File: config.mk
export PLATFORM = sky130hd
export DESIGN_NAME = sha1_message_digest_core
export DESIGN_NICKNAME = d
export VERILOG_FILES = /design/src/hdl/sha1md_pkg.sv /design/src/hdl/sha1_message_digest_core.sv /design/src/hdl/sha1md_datapath.sv /design/src/hdl/sha1md_ctrl.sv
export SDC_FILE = /design/constraint.sdc
export NUM_CORES = 2
export LEC_CHECK = 0
export BUFFER_PORTS_ARGS = -buffer_cell sky130_fd_sc_hd__buf_2
export CORE_ASPECT_RATIO = 0.6
export CORE_MARGIN = 4
export CORE_UTILIZATION = 38
export CTS_BUF_LIST = sky130_fd_sc_hd__clkbuf_2
export DETAILED_ROUTE_END_ITERATION = 7
export PLACE_DENSITY_LB_ADDON = 0.1
export SYNTH_ARGS = -nofsm -noshare
export SYNTH_HDL_FRONTEND = slang
export SYNTH_HIERARCHICAL = 1
export SYNTH_SLANG_ARGS = --single-unit
File: constraint.sdc
create_clock -name clk -period 25.7 [get_ports clk]
set_input_delay 5.14 -clock clk [delete_from_list [all_inputs] [get_ports clk]]
set_output_delay 5.14 -clock clk [all_outputs]
set_load 0.05 [all_outputs]
File: src/hdl/sha1md_pkg.sv
// shared types and constants for the sha-1 message digest core
// used by sha1md_ctrl, sha1md_datapath and sha1_message_digest_core; no dependencies

package sha1md_pkg;

    typedef enum logic [2:0] {
        ST_IDLE,
        ST_LOAD,
        ST_PAD,
        ST_ROUND,
        ST_UPDATE,
        ST_OUT
    } state_t;

    typedef enum logic [1:0] {
        BSRC_DATA,
        BSRC_MARK,
        BSRC_ZERO,
        BSRC_LEN
    } bsrc_t;

    typedef enum logic [1:0] {
        PH_CH,
        PH_PAR1,
        PH_MAJ,
        PH_PAR2
    } phase_t;

    localparam int WORD_W   = 32;
    localparam int LEN_W    = 61;
    localparam int FILL_W   = 6;
    localparam int ROUND_W  = 7;
    localparam int NUM_H    = 5;

    localparam logic [2:0] MAX_COUNT  = 3'd4;
    localparam logic [2:0] LAST_INDEX = 3'd4;

    localparam logic [ROUND_W-1:0] ROUND_P1   = 7'd20;
    localparam logic [ROUND_W-1:0] ROUND_P2   = 7'd40;
    localparam logic [ROUND_W-1:0] ROUND_P3   = 7'd60;
    localparam logic [ROUND_W-1:0] ROUND_LAST = 7'd79;

    localparam logic [FILL_W-1:0] FILL_LEN_START = 6'd55;
    localparam logic [FILL_W-1:0] FILL_BLOCK_END = 6'd63;

    localparam logic [7:0] PAD_MARK = 8'h80;

    localparam logic [WORD_W-1:0] K_CH   = 32'h5A827999;
    localparam logic [WORD_W-1:0] K_PAR1 = 32'h6ED9EBA1;
    localparam logic [WORD_W-1:0] K_MAJ  = 32'h8F1BBCDC;
    localparam logic [WORD_W-1:0] K_PAR2 = 32'hCA62C1D6;

    localparam logic [NUM_H-1:0][WORD_W-1:0] H_INIT = {
        32'hC3D2E1F0, 32'h10325476, 32'h98BADCFE, 32'hEFCDAB89, 32'h67452301
    };

    typedef struct packed {
        logic        load_word;
        logic        put_byte;
        bsrc_t       bsrc;
        logic [1:0]  byte_sel;
        logic        count_byte;
        logic        start_block;
        logic        round_en;
        phase_t      phase;
        logic        update_chain;
        logic        restart;
        logic [2:0]  out_sel;
    } cmd_t;

    typedef struct packed {
        logic fill_55;
        logic fill_63;
    } status_t;

endpackage

File: src/hdl/sha1_message_digest_core.sv
// sha-1 message digest core, top level with stream ports and checks
// depends on sha1md_pkg, sha1md_ctrl and sha1md_datapath

// A message arrives as 32-bit big-endian words, each with a byte count of 0 to 4
// (larger counts act as 4) and tlast on the final transaction; five digest words
// H0..H4 come out after tlast, the fifth with tlast, and the core then starts a new
// message. After acceptance, the bytes of a transaction are packed one at a time;
// each 64-byte block is then compressed in the single round unit (80 rounds and
// one chaining update). The final transaction adds padding bytes (9 to 64, or 65
// to 72 with an extra block), each padded block is compressed the same way, and
// then the digest is read out. One transaction is in work at a time: tready
// is low from acceptance until its bytes are packed and any full block is
// compressed, and after a tlast transaction until the last digest word.

module sha1_message_digest_core
(
    input  logic        clk,
    input  logic        rst_n,
    input  logic        s_axis_tvalid,
    output logic        s_axis_tready,
    input  logic [39:0] s_axis_tdata,   // msg_word[31:0], byte_count[34:32], zero fill
    input  logic        s_axis_tlast,   // final_item
    output logic        m_axis_tvalid,
    input  logic        m_axis_tready,
    output logic [39:0] m_axis_tdata,   // digest_word[31:0], word_index[34:32], zero fill
    output logic        m_axis_tlast    // last_word
);

    sha1md_pkg::cmd_t              cmd;
    sha1md_pkg::status_t           stat;
    logic [sha1md_pkg::WORD_W-1:0] digest;

    sha1md_ctrl u_ctrl
    (
        .clk       (clk),
        .rst_n     (rst_n),
        .in_valid  (s_axis_tvalid),
        .in_count  (s_axis_tdata[34:32]),
        .in_final  (s_axis_tlast),
        .out_ready (m_axis_tready),
        .stat      (stat),
        .in_ready  (s_axis_tready),
        .out_valid (m_axis_tvalid),
        .out_last  (m_axis_tlast),
        .cmd       (cmd)
    );

    sha1md_datapath u_datapath
    (
        .clk     (clk),
        .rst_n   (rst_n),
        .in_word (s_axis_tdata[31:0]),
        .cmd     (cmd),
        .stat    (stat),
        .digest  (digest)
    );

    assign m_axis_tdata = {5'b00000, cmd.out_sel, digest};

    // no input transaction while the digest is being read out
    assert property (@(posedge clk) disable iff (!rst_n)
        m_axis_tvalid |-> !s_axis_tready)
        else $error("input accepted during digest readout");

    // the core is ready again right after the last digest word
    assert property (@(posedge clk) disable iff (!rst_n)
        (m_axis_tvalid && m_axis_tready && m_axis_tlast) |=> s_axis_tready)
        else $error("core not idle after last digest word");

    // a completed block always goes straight into the rounds
    assert property (@(posedge clk) disable iff (!rst_n)
        (cmd.put_byte && stat.fill_63) |=> cmd.round_en)
        else $error("full block not compressed");

    // the tlast word carries index four
    assert property (@(posedge clk) disable iff (!rst_n)
        (m_axis_tvalid && m_axis_tlast) |-> (m_axis_tdata[34:32] == sha1md_pkg::LAST_INDEX))
        else $error("last digest word has wrong index");

endmodule

File: src/hdl/sha1md_datapath.sv
// sha-1 datapath: byte packer, 16-word schedule window, round unit, chaining words
// depends on sha1md_pkg

module sha1md_datapath
(
    input  logic                              clk,
    input  logic                              rst_n,
    input  logic [sha1md_pkg::WORD_W-1:0]     in_word,
    input  sha1md_pkg::cmd_t                  cmd,
    output sha1md_pkg::status_t               stat,
    output logic [sha1md_pkg::WORD_W-1:0]     digest
);

    logic [sha1md_pkg::WORD_W-1:0] word_reg;
    logic [sha1md_pkg::WORD_W-1:0] acc_reg;
    logic [sha1md_pkg::WORD_W-1:0] acc_next;
    logic [sha1md_pkg::WORD_W-1:0] win_reg [16];
    logic [sha1md_pkg::WORD_W-1:0] vars_reg [sha1md_pkg::NUM_H];
    logic [sha1md_pkg::WORD_W-1:0] chain_reg [sha1md_pkg::NUM_H];
    logic [sha1md_pkg::FILL_W-1:0] fill_reg;
    logic [sha1md_pkg::LEN_W-1:0]  len_reg;

    logic [7:0]                    data_byte;
    logic [7:0]                    sel_byte;
    logic [63:0]                   len_shift;
    logic [sha1md_pkg::WORD_W-1:0] sched_w;
    logic [sha1md_pkg::WORD_W-1:0] f_val;
    logic [sha1md_pkg::WORD_W-1:0] k_val;
    logic [sha1md_pkg::WORD_W-1:0] tmp;
    logic [sha1md_pkg::WORD_W-1:0] va, vb, vc, vd, ve;

    assign va = vars_reg[0];
    assign vb = vars_reg[1];
    assign vc = vars_reg[2];
    assign vd = vars_reg[3];
    assign ve = vars_reg[4];

    always_comb
    begin
        case (cmd.byte_sel)
            2'd0:    data_byte = word_reg[31:24];
            2'd1:    data_byte = word_reg[23:16];
            2'd2:    data_byte = word_reg[15:8];
            default: data_byte = word_reg[7:0];
        endcase
    end

    // length in bits, big-endian byte picked by the low fill bits
    assign len_shift = {len_reg, 3'b000} << {fill_reg[2:0], 3'b000};

    always_comb
    begin
        unique case (cmd.bsrc)
            sha1md_pkg::BSRC_DATA: sel_byte = data_byte;
            sha1md_pkg::BSRC_MARK: sel_byte = sha1md_pkg::PAD_MARK;
            sha1md_pkg::BSRC_ZERO: sel_byte = 8'h00;
            sha1md_pkg::BSRC_LEN:  sel_byte = len_shift[63:56];
            default:               sel_byte = 8'h00;
        endcase
    end

    always_comb
    begin
        acc_next = acc_reg;
        case (fill_reg[1:0])
            2'd0:    acc_next[31:24] = sel_byte;
            2'd1:    acc_next[23:16] = sel_byte;
            2'd2:    acc_next[15:8]  = sel_byte;
            default: acc_next[7:0]   = sel_byte;
        endcase
    end

    assign sched_w = win_reg[13] ^ win_reg[8] ^ win_reg[2] ^ win_reg[0];

    always_comb
    begin
        unique case (cmd.phase)
            sha1md_pkg::PH_CH:
            begin
                f_val = vd ^ (vb & (vc ^ vd));
                k_val = sha1md_pkg::K_CH;
            end
            sha1md_pkg::PH_PAR1:
            begin
                f_val = vb ^ vc ^ vd;
                k_val = sha1md_pkg::K_PAR1;
            end
            sha1md_pkg::PH_MAJ:
            begin
                f_val = (vb & vc) | (vd & (vb | vc));
                k_val = sha1md_pkg::K_MAJ;
            end
            default:
            begin
                f_val = vb ^ vc ^ vd;
                k_val = sha1md_pkg::K_PAR2;
            end
        endcase
    end

    assign tmp = {va[26:0], va[31:27]} + f_val + ve + k_val + win_reg[0];

    always_ff @(posedge clk)
    begin
        if (cmd.load_word)
        begin
            word_reg <= in_word;
        end
        if (cmd.put_byte)
        begin
            acc_reg <= acc_next;
        end
        if (cmd.put_byte && (fill_reg[1:0] == 2'd3))
        begin
            for (int i = 0; i < 15; i++)
            begin
                win_reg[i] <= win_reg[i + 1];
            end
            win_reg[15] <= acc_next;
        end
        else if (cmd.round_en)
        begin
            for (int i = 0; i < 15; i++)
            begin
                win_reg[i] <= win_reg[i + 1];
            end
            win_reg[15] <= {sched_w[30:0], sched_w[31]};
        end
        if (cmd.start_block)
        begin
            for (int i = 0; i < sha1md_pkg::NUM_H; i++)
            begin
                vars_reg[i] <= chain_reg[i];
            end
        end
        else if (cmd.round_en)
        begin
            vars_reg[0] <= tmp;
            vars_reg[1] <= va;
            vars_reg[2] <= {vb[1:0], vb[31:2]};
            vars_reg[3] <= vc;
            vars_reg[4] <= vd;
        end
    end

    always_ff @(posedge clk or negedge rst_n)
    begin
        if (!rst_n)
        begin
            fill_reg <= '0;
            len_reg  <= '0;
            for (int i = 0; i < sha1md_pkg::NUM_H; i++)
            begin
                chain_reg[i] <= sha1md_pkg::H_INIT[i];
            end
        end
        else
        begin
            if (cmd.put_byte)
            begin
                fill_reg <= fill_reg + 6'd1;
            end
            if (cmd.restart)
            begin
                len_reg <= '0;
            end
            else if (cmd.count_byte)
            begin
                len_reg <= len_reg + 61'd1;
            end
            if (cmd.restart)
            begin
                for (int i = 0; i < sha1md_pkg::NUM_H; i++)
                begin
                    chain_reg[i] <= sha1md_pkg::H_INIT[i];
                end
            end
            else if (cmd.update_chain)
            begin
                for (int i = 0; i < sha1md_pkg::NUM_H; i++)
                begin
                    chain_reg[i] <= chain_reg[i] + vars_reg[i];
                end
            end
        end
    end

    always_comb
    begin
        case (cmd.out_sel)
            3'd0:    digest = chain_reg[0];
            3'd1:    digest = chain_reg[1];
            3'd2:    digest = chain_reg[2];
            3'd3:    digest = chain_reg[3];
            default: digest = chain_reg[4];
        endcase
    end

    assign stat.fill_55 = (fill_reg == sha1md_pkg::FILL_LEN_START);
    assign stat.fill_63 = (fill_reg == sha1md_pkg::FILL_BLOCK_END);

endmodule

File: src/hdl/sha1md_ctrl.sv
// sha-1 controller: byte feed, padding sequence, round counter and digest readout
// depends on sha1md_pkg

module sha1md_ctrl
(
    input  logic                 clk,
    input  logic                 rst_n,
    input  logic                 in_valid,
    input  logic [2:0]           in_count,
    input  logic                 in_final,
    input  logic                 out_ready,
    input  sha1md_pkg::status_t  stat,
    output logic                 in_ready,
    output logic                 out_valid,
    output logic                 out_last,
    output sha1md_pkg::cmd_t     cmd
);

    sha1md_pkg::state_t state_reg, state_next;
    sha1md_pkg::state_t resume_reg, resume_next;
    logic [1:0]                     byte_idx_reg, byte_idx_next;
    logic [2:0]                     count_reg, count_next;
    logic                           final_reg, final_next;
    logic [sha1md_pkg::ROUND_W-1:0] round_reg, round_next;
    logic                           mark_reg, mark_next;
    logic                           lenph_reg, lenph_next;
    logic [2:0]                     out_idx_reg, out_idx_next;

    logic                           accept;
    logic                           last_byte;
    logic [2:0]                     count_clamped;
    sha1md_pkg::state_t             after_load;

    assign accept        = in_valid && (state_reg == sha1md_pkg::ST_IDLE);
    assign count_clamped = in_count[2] ? sha1md_pkg::MAX_COUNT : in_count;
    assign last_byte     = ({1'b0, byte_idx_reg} + 3'd1) == count_reg;
    assign after_load    = !last_byte ? sha1md_pkg::ST_LOAD :
                           (final_reg ? sha1md_pkg::ST_PAD : sha1md_pkg::ST_IDLE);

    always_comb
    begin
        state_next    = state_reg;
        resume_next   = resume_reg;
        byte_idx_next = byte_idx_reg;
        count_next    = count_reg;
        final_next    = final_reg;
        round_next    = round_reg;
        mark_next     = mark_reg;
        lenph_next    = lenph_reg;
        out_idx_next  = out_idx_reg;
        unique case (state_reg)
            sha1md_pkg::ST_IDLE:
            begin
                if (accept)
                begin
                    count_next    = count_clamped;
                    final_next    = in_final;
                    byte_idx_next = 2'd0;
                    mark_next     = 1'b1;
                    lenph_next    = 1'b0;
                    if (count_clamped != 3'd0)
                    begin
                        state_next = sha1md_pkg::ST_LOAD;
                    end
                    else if (in_final)
                    begin
                        state_next = sha1md_pkg::ST_PAD;
                    end
                end
            end
            sha1md_pkg::ST_LOAD:
            begin
                byte_idx_next = byte_idx_reg + 2'd1;
                if (stat.fill_63)
                begin
                    state_next  = sha1md_pkg::ST_ROUND;
                    resume_next = after_load;
                end
                else
                begin
                    state_next = after_load;
                end
            end
            sha1md_pkg::ST_PAD:
            begin
                mark_next = 1'b0;
                if (!lenph_reg && stat.fill_55)
                begin
                    lenph_next = 1'b1;
                end
                if (stat.fill_63)
                begin
                    state_next  = sha1md_pkg::ST_ROUND;
                    resume_next = lenph_reg ? sha1md_pkg::ST_OUT : sha1md_pkg::ST_PAD;
                end
            end
            sha1md_pkg::ST_ROUND:
            begin
                if (round_reg == sha1md_pkg::ROUND_LAST)
                begin
                    round_next = '0;
                    state_next = sha1md_pkg::ST_UPDATE;
                end
                else
                begin
                    round_next = round_reg + 7'd1;
                end
            end
            sha1md_pkg::ST_UPDATE:
            begin
                out_idx_next = 3'd0;
                state_next   = resume_reg;
            end
            sha1md_pkg::ST_OUT:
            begin
                if (out_ready)
                begin
                    if (out_idx_reg == sha1md_pkg::LAST_INDEX)
                    begin
                        state_next = sha1md_pkg::ST_IDLE;
                    end
                    else
                    begin
                        out_idx_next = out_idx_reg + 3'd1;
                    end
                end
            end
            default:
            begin
                state_next = sha1md_pkg::ST_IDLE;
            end
        endcase
    end

    always_comb
    begin
        cmd           = '0;
        cmd.bsrc      = sha1md_pkg::BSRC_DATA;
        cmd.phase     = sha1md_pkg::PH_CH;
        cmd.byte_sel  = byte_idx_reg;
        cmd.out_sel   = out_idx_reg;
        in_ready      = 1'b0;
        out_valid     = 1'b0;
        out_last      = 1'b0;
        unique case (state_reg)
            sha1md_pkg::ST_IDLE:
            begin
                in_ready      = 1'b1;
                cmd.load_word = accept;
            end
            sha1md_pkg::ST_LOAD:
            begin
                cmd.put_byte    = 1'b1;
                cmd.count_byte  = 1'b1;
                cmd.start_block = stat.fill_63;
            end
            sha1md_pkg::ST_PAD:
            begin
                cmd.put_byte    = 1'b1;
                cmd.start_block = stat.fill_63;
                if (mark_reg)
                begin
                    cmd.bsrc = sha1md_pkg::BSRC_MARK;
                end
                else if (lenph_reg)
                begin
                    cmd.bsrc = sha1md_pkg::BSRC_LEN;
                end
                else
                begin
                    cmd.bsrc = sha1md_pkg::BSRC_ZERO;
                end
            end
            sha1md_pkg::ST_ROUND:
            begin
                cmd.round_en = 1'b1;
                if (round_reg < sha1md_pkg::ROUND_P1)
                begin
                    cmd.phase = sha1md_pkg::PH_CH;
                end
                else if (round_reg < sha1md_pkg::ROUND_P2)
                begin
                    cmd.phase = sha1md_pkg::PH_PAR1;
                end
                else if (round_reg < sha1md_pkg::ROUND_P3)
                begin
                    cmd.phase = sha1md_pkg::PH_MAJ;
                end
                else
                begin
                    cmd.phase = sha1md_pkg::PH_PAR2;
                end
            end
            sha1md_pkg::ST_UPDATE:
            begin
                cmd.update_chain = 1'b1;
            end
            sha1md_pkg::ST_OUT:
            begin
                out_valid   = 1'b1;
                out_last    = (out_idx_reg == sha1md_pkg::LAST_INDEX);
                cmd.restart = out_ready && out_last;
            end
            default:
            begin
                cmd.restart = 1'b0;
            end
        endcase
    end

    always_ff @(posedge clk or negedge rst_n)
    begin
        if (!rst_n)
        begin
            state_reg    <= sha1md_pkg::ST_IDLE;
            resume_reg   <= sha1md_pkg::ST_IDLE;
            byte_idx_reg <= '0;
            count_reg    <= '0;
            final_reg    <= 1'b0;
            round_reg    <= '0;
            mark_reg     <= 1'b0;
            lenph_reg    <= 1'b0;
            out_idx_reg  <= '0;
        end
        else
        begin
            state_reg    <= state_next;
            resume_reg   <= resume_next;
            byte_idx_reg <= byte_idx_next;
            count_reg    <= count_next;
            final_reg    <= final_next;
            round_reg    <= round_next;
            mark_reg     <= mark_next;
            lenph_reg    <= lenph_next;
            out_idx_reg  <= out_idx_next;
        end
    end

endmodule
==> impl_metrics.json <==
{
  "grt_max_degree": 159,
  "drt-pass1-iter-count": 5,
  "cp-startpoint": "u_ctrl/out_idx_reg[0]",
  "final_common_cell": "edfxtp_1",
  "grt_pass1_vias": 32500,
  "syn_avg_cell_area_um2": 11.8,
  "place_area_mm2": 0.0544,
  "finalPower_w": 0.00805,
  "muxShareOfSynthArea_pct": 5.19,
  "synth-xor-area-share_pct": 5.79,
  "crit_type": "reg -> out",
  "cts_max_path_buffers": 3,
  "remaining_drc_errors": 0,
  "crit_arrival_ps": 3950,
  "hold_viol": 0,
  "drt_iter0_markers": 3093,
  "synth_warnings": 6,
  "fin_area_mm2": 0.0566,
  "syn_to_final_growth_pct": 8.80,
  "synth-main-ff-cell": "edfxtp_1",
  "antenna_found_initial": 5,
  "floorplan.rows": 104,
  "fin_util_pct": 41.9,
  "timing.rr.start": "u_ctrl/state_reg[0]",
  "hold_buffers": 0,
  "layout-drive-gt1-share_pct": 15.7,
  "cts.sinks": 987,
  "synth-compound-area-share_pct": 10.8,
  "status": "completed",
  "fill_cells": 13000,
  "avgViaCountPerCell": 5.20,
  "setup_violations": 0,
  "nets": 5013,
  "hold_path_class": "reg -> reg",
  "slew_headroom_pct": 8.93,
  "cp_max_fo": 32,
  "ir_drop_mv": 0.0951,
  "max_freq_ghz": 0.110,
  "synthAdderAreaFrac_pct": 10.1,
  "dieArea_mm2": 0.143,
  "core_mm2": 0.135,
  "synth_edf_count": 736,
  "end_kind": "output port",
  "p_leak_nw": 22.6,
  "synthArstFlopShare_pct": 25.4,
  "ys_seq_area_share_pct": 54.8,
  "drv_cap": 0,
  "die_x_um": 486,
  "ys_ff_latch": 987,
  "hold_ws_ps": 376,
  "syn_area_mm2": 0.0520,
  "ant_nets": 0,
  "ys_types": 100,
  "worstPathRequired_ps": 20560,
  "wire_per_inst_um": 22.1,
  "p_per_area_mw_per_mm2": 142,
  "syn-instance-count": 4401,
  "htreeDepth": 4,
  "dr_total_vias": 34300,
  "post-route-min-period_ps": 9090,
  "postCtsSetupRepairBufs": 0,
  "root_buffer": "clkbuf_2",
  "grt_pass1_wl_um": 216000,
  "finalSetupTns_ps": 0,
  "clk_pin_slew_ps": 110,
  "grt_overflow_total": 0,
  "cts_resized": 0,
  "clk_latency_ps": 1580,
  "tightest_slew_ps": 1360,
  "cts_tree": "done",
  "cts_buffers": 234,
  "startpoint_type": "flop",
  "mostFrequentLayoutCells": "edfxtp_1 (736), nand2_1 (432), clkbuf_2 (382)",
  "drv_slew": 0,
  "skew_ps": 106,
  "port_buffers": 77,
  "start_util_pct": 38.5,
  "die_y_um": 295,
  "rsz0062_at_grt": "false",
  "dp_hpwl_um": 102000,
  "synth_top_family_by_area": "compound AO/OA/AOI/OAI gates",
  "synthSimpleGateAreaFrac_pct": 9.88,
  "grt_usage_pct": 20.3,
  "drt_wl_total_um": 146000,
  "io-pin-count": 88,
  "fin_crit_sh_pct": 35.4,
  "largest_register_ffs": 512,
  "worstHoldStart": "u_datapath/win_reg[0][174]",
  "place_congestion": 0.868
}
[Yosys cell counts (30+ instances only)]
master    instances  area, um2
edfxtp_1        736      22100
nand2_1         434       1630
nor2_1          365       1370
inv_1           296       1110
a21oi_1         292       1460
o21ai_0         291       1460
ha_1            271       3390
xnor2_1         207       1810
dfrtp_1         171       4280
xor2_1          137       1200
clkbuf_1        119        447
mux2i_1          99        991
fa_1             93       1860
a21o_1           85        638
dfstp_2          80       2100
mux4_2           52       1170
nor2b_1          50        313
mux2_2           44        495
nand3_1          44        220
a211o_1          41        359
nor3_1           35        175
a211oi_1         33        248
nand4_1          31        194
and3_1           30        188
o21bai_1         30        225
[metal layers]
layer,global-route usage [%],vias to the layer above,share of wire [%]
li1,-,16300,-
met1,33.8,16900,54
met2,24.8,1010,36
met3,5.81,176,8.1
met4,4.79,2,1.6
met5,0,-,0.0048
[critical path, cell delays in order, from the launching register on]
cell	delay, ps
dfrtp_2	420
buf_4	690
mux4_2	680
mux2_2	330
buf_2	220
[cell families (layout without fill, tap and decap cells)]
kind of cell	count (synthesis)	after routing
compound gates	927	927
xor+xnor	344	344
fa+ha+maj	365	365
buf+inv	450	840
flops	987	987
mux	197	197
other cells	1	14
simple gates	1130	1130
[power breakdown]
| group | switching (W) | leakage (nW) | internal (W) |
|---|---|---|---|
| combinational | 0.00242 | 11.5 | 0.00149 |
| clock | 0.000661 | 1.71 | 0.000412 |
| sequential | 0.000459 | 9.45 | 0.00261 |
[cell type report]
cell class | instances | area (um2) | area share, %
Sequential cell | 987 | 28500 | 50.4
Clock inverter | 45 | 270 | 0.478
Antenna cell | 9 | 22.5 | 0.0398
Inverter | 299 | 1120 | 1.99
Clock buffer | 382 | 1910 | 3.38
Tap cell | 1802 | 2250 | 3.99
Timing Repair Buffer | 114 | 686 | 1.21
Multi-Input combinational cell | 2968 | 21800 | 38.6
[final timing paths]
kind	end	slack [ps]	cells after the start
max	m_axis_tdata[3]	16610	4
min	u_datapath/win_reg[0][142]	380	0
max reg2reg	u_datapath/vars_reg[0][29]	17030	24
min reg2reg	u_datapath/win_reg[0][142]	380	0
max in group asynchronous	u_datapath/chain_reg[29]	20320	3
min in group asynchronous	u_datapath/chain_reg[2]	3490	1
[through the flow]
stage | worst slack [ps] | cells
floorplan | 10680 | 4405
global placement | 17030 | 6170
detailed placement | 17050 | 6170
CTS | 16240 | 6597
global route | 16170 | 6605
finish | 16610 | 6606
No activity file was read; power rests on OpenSTA's default activity.
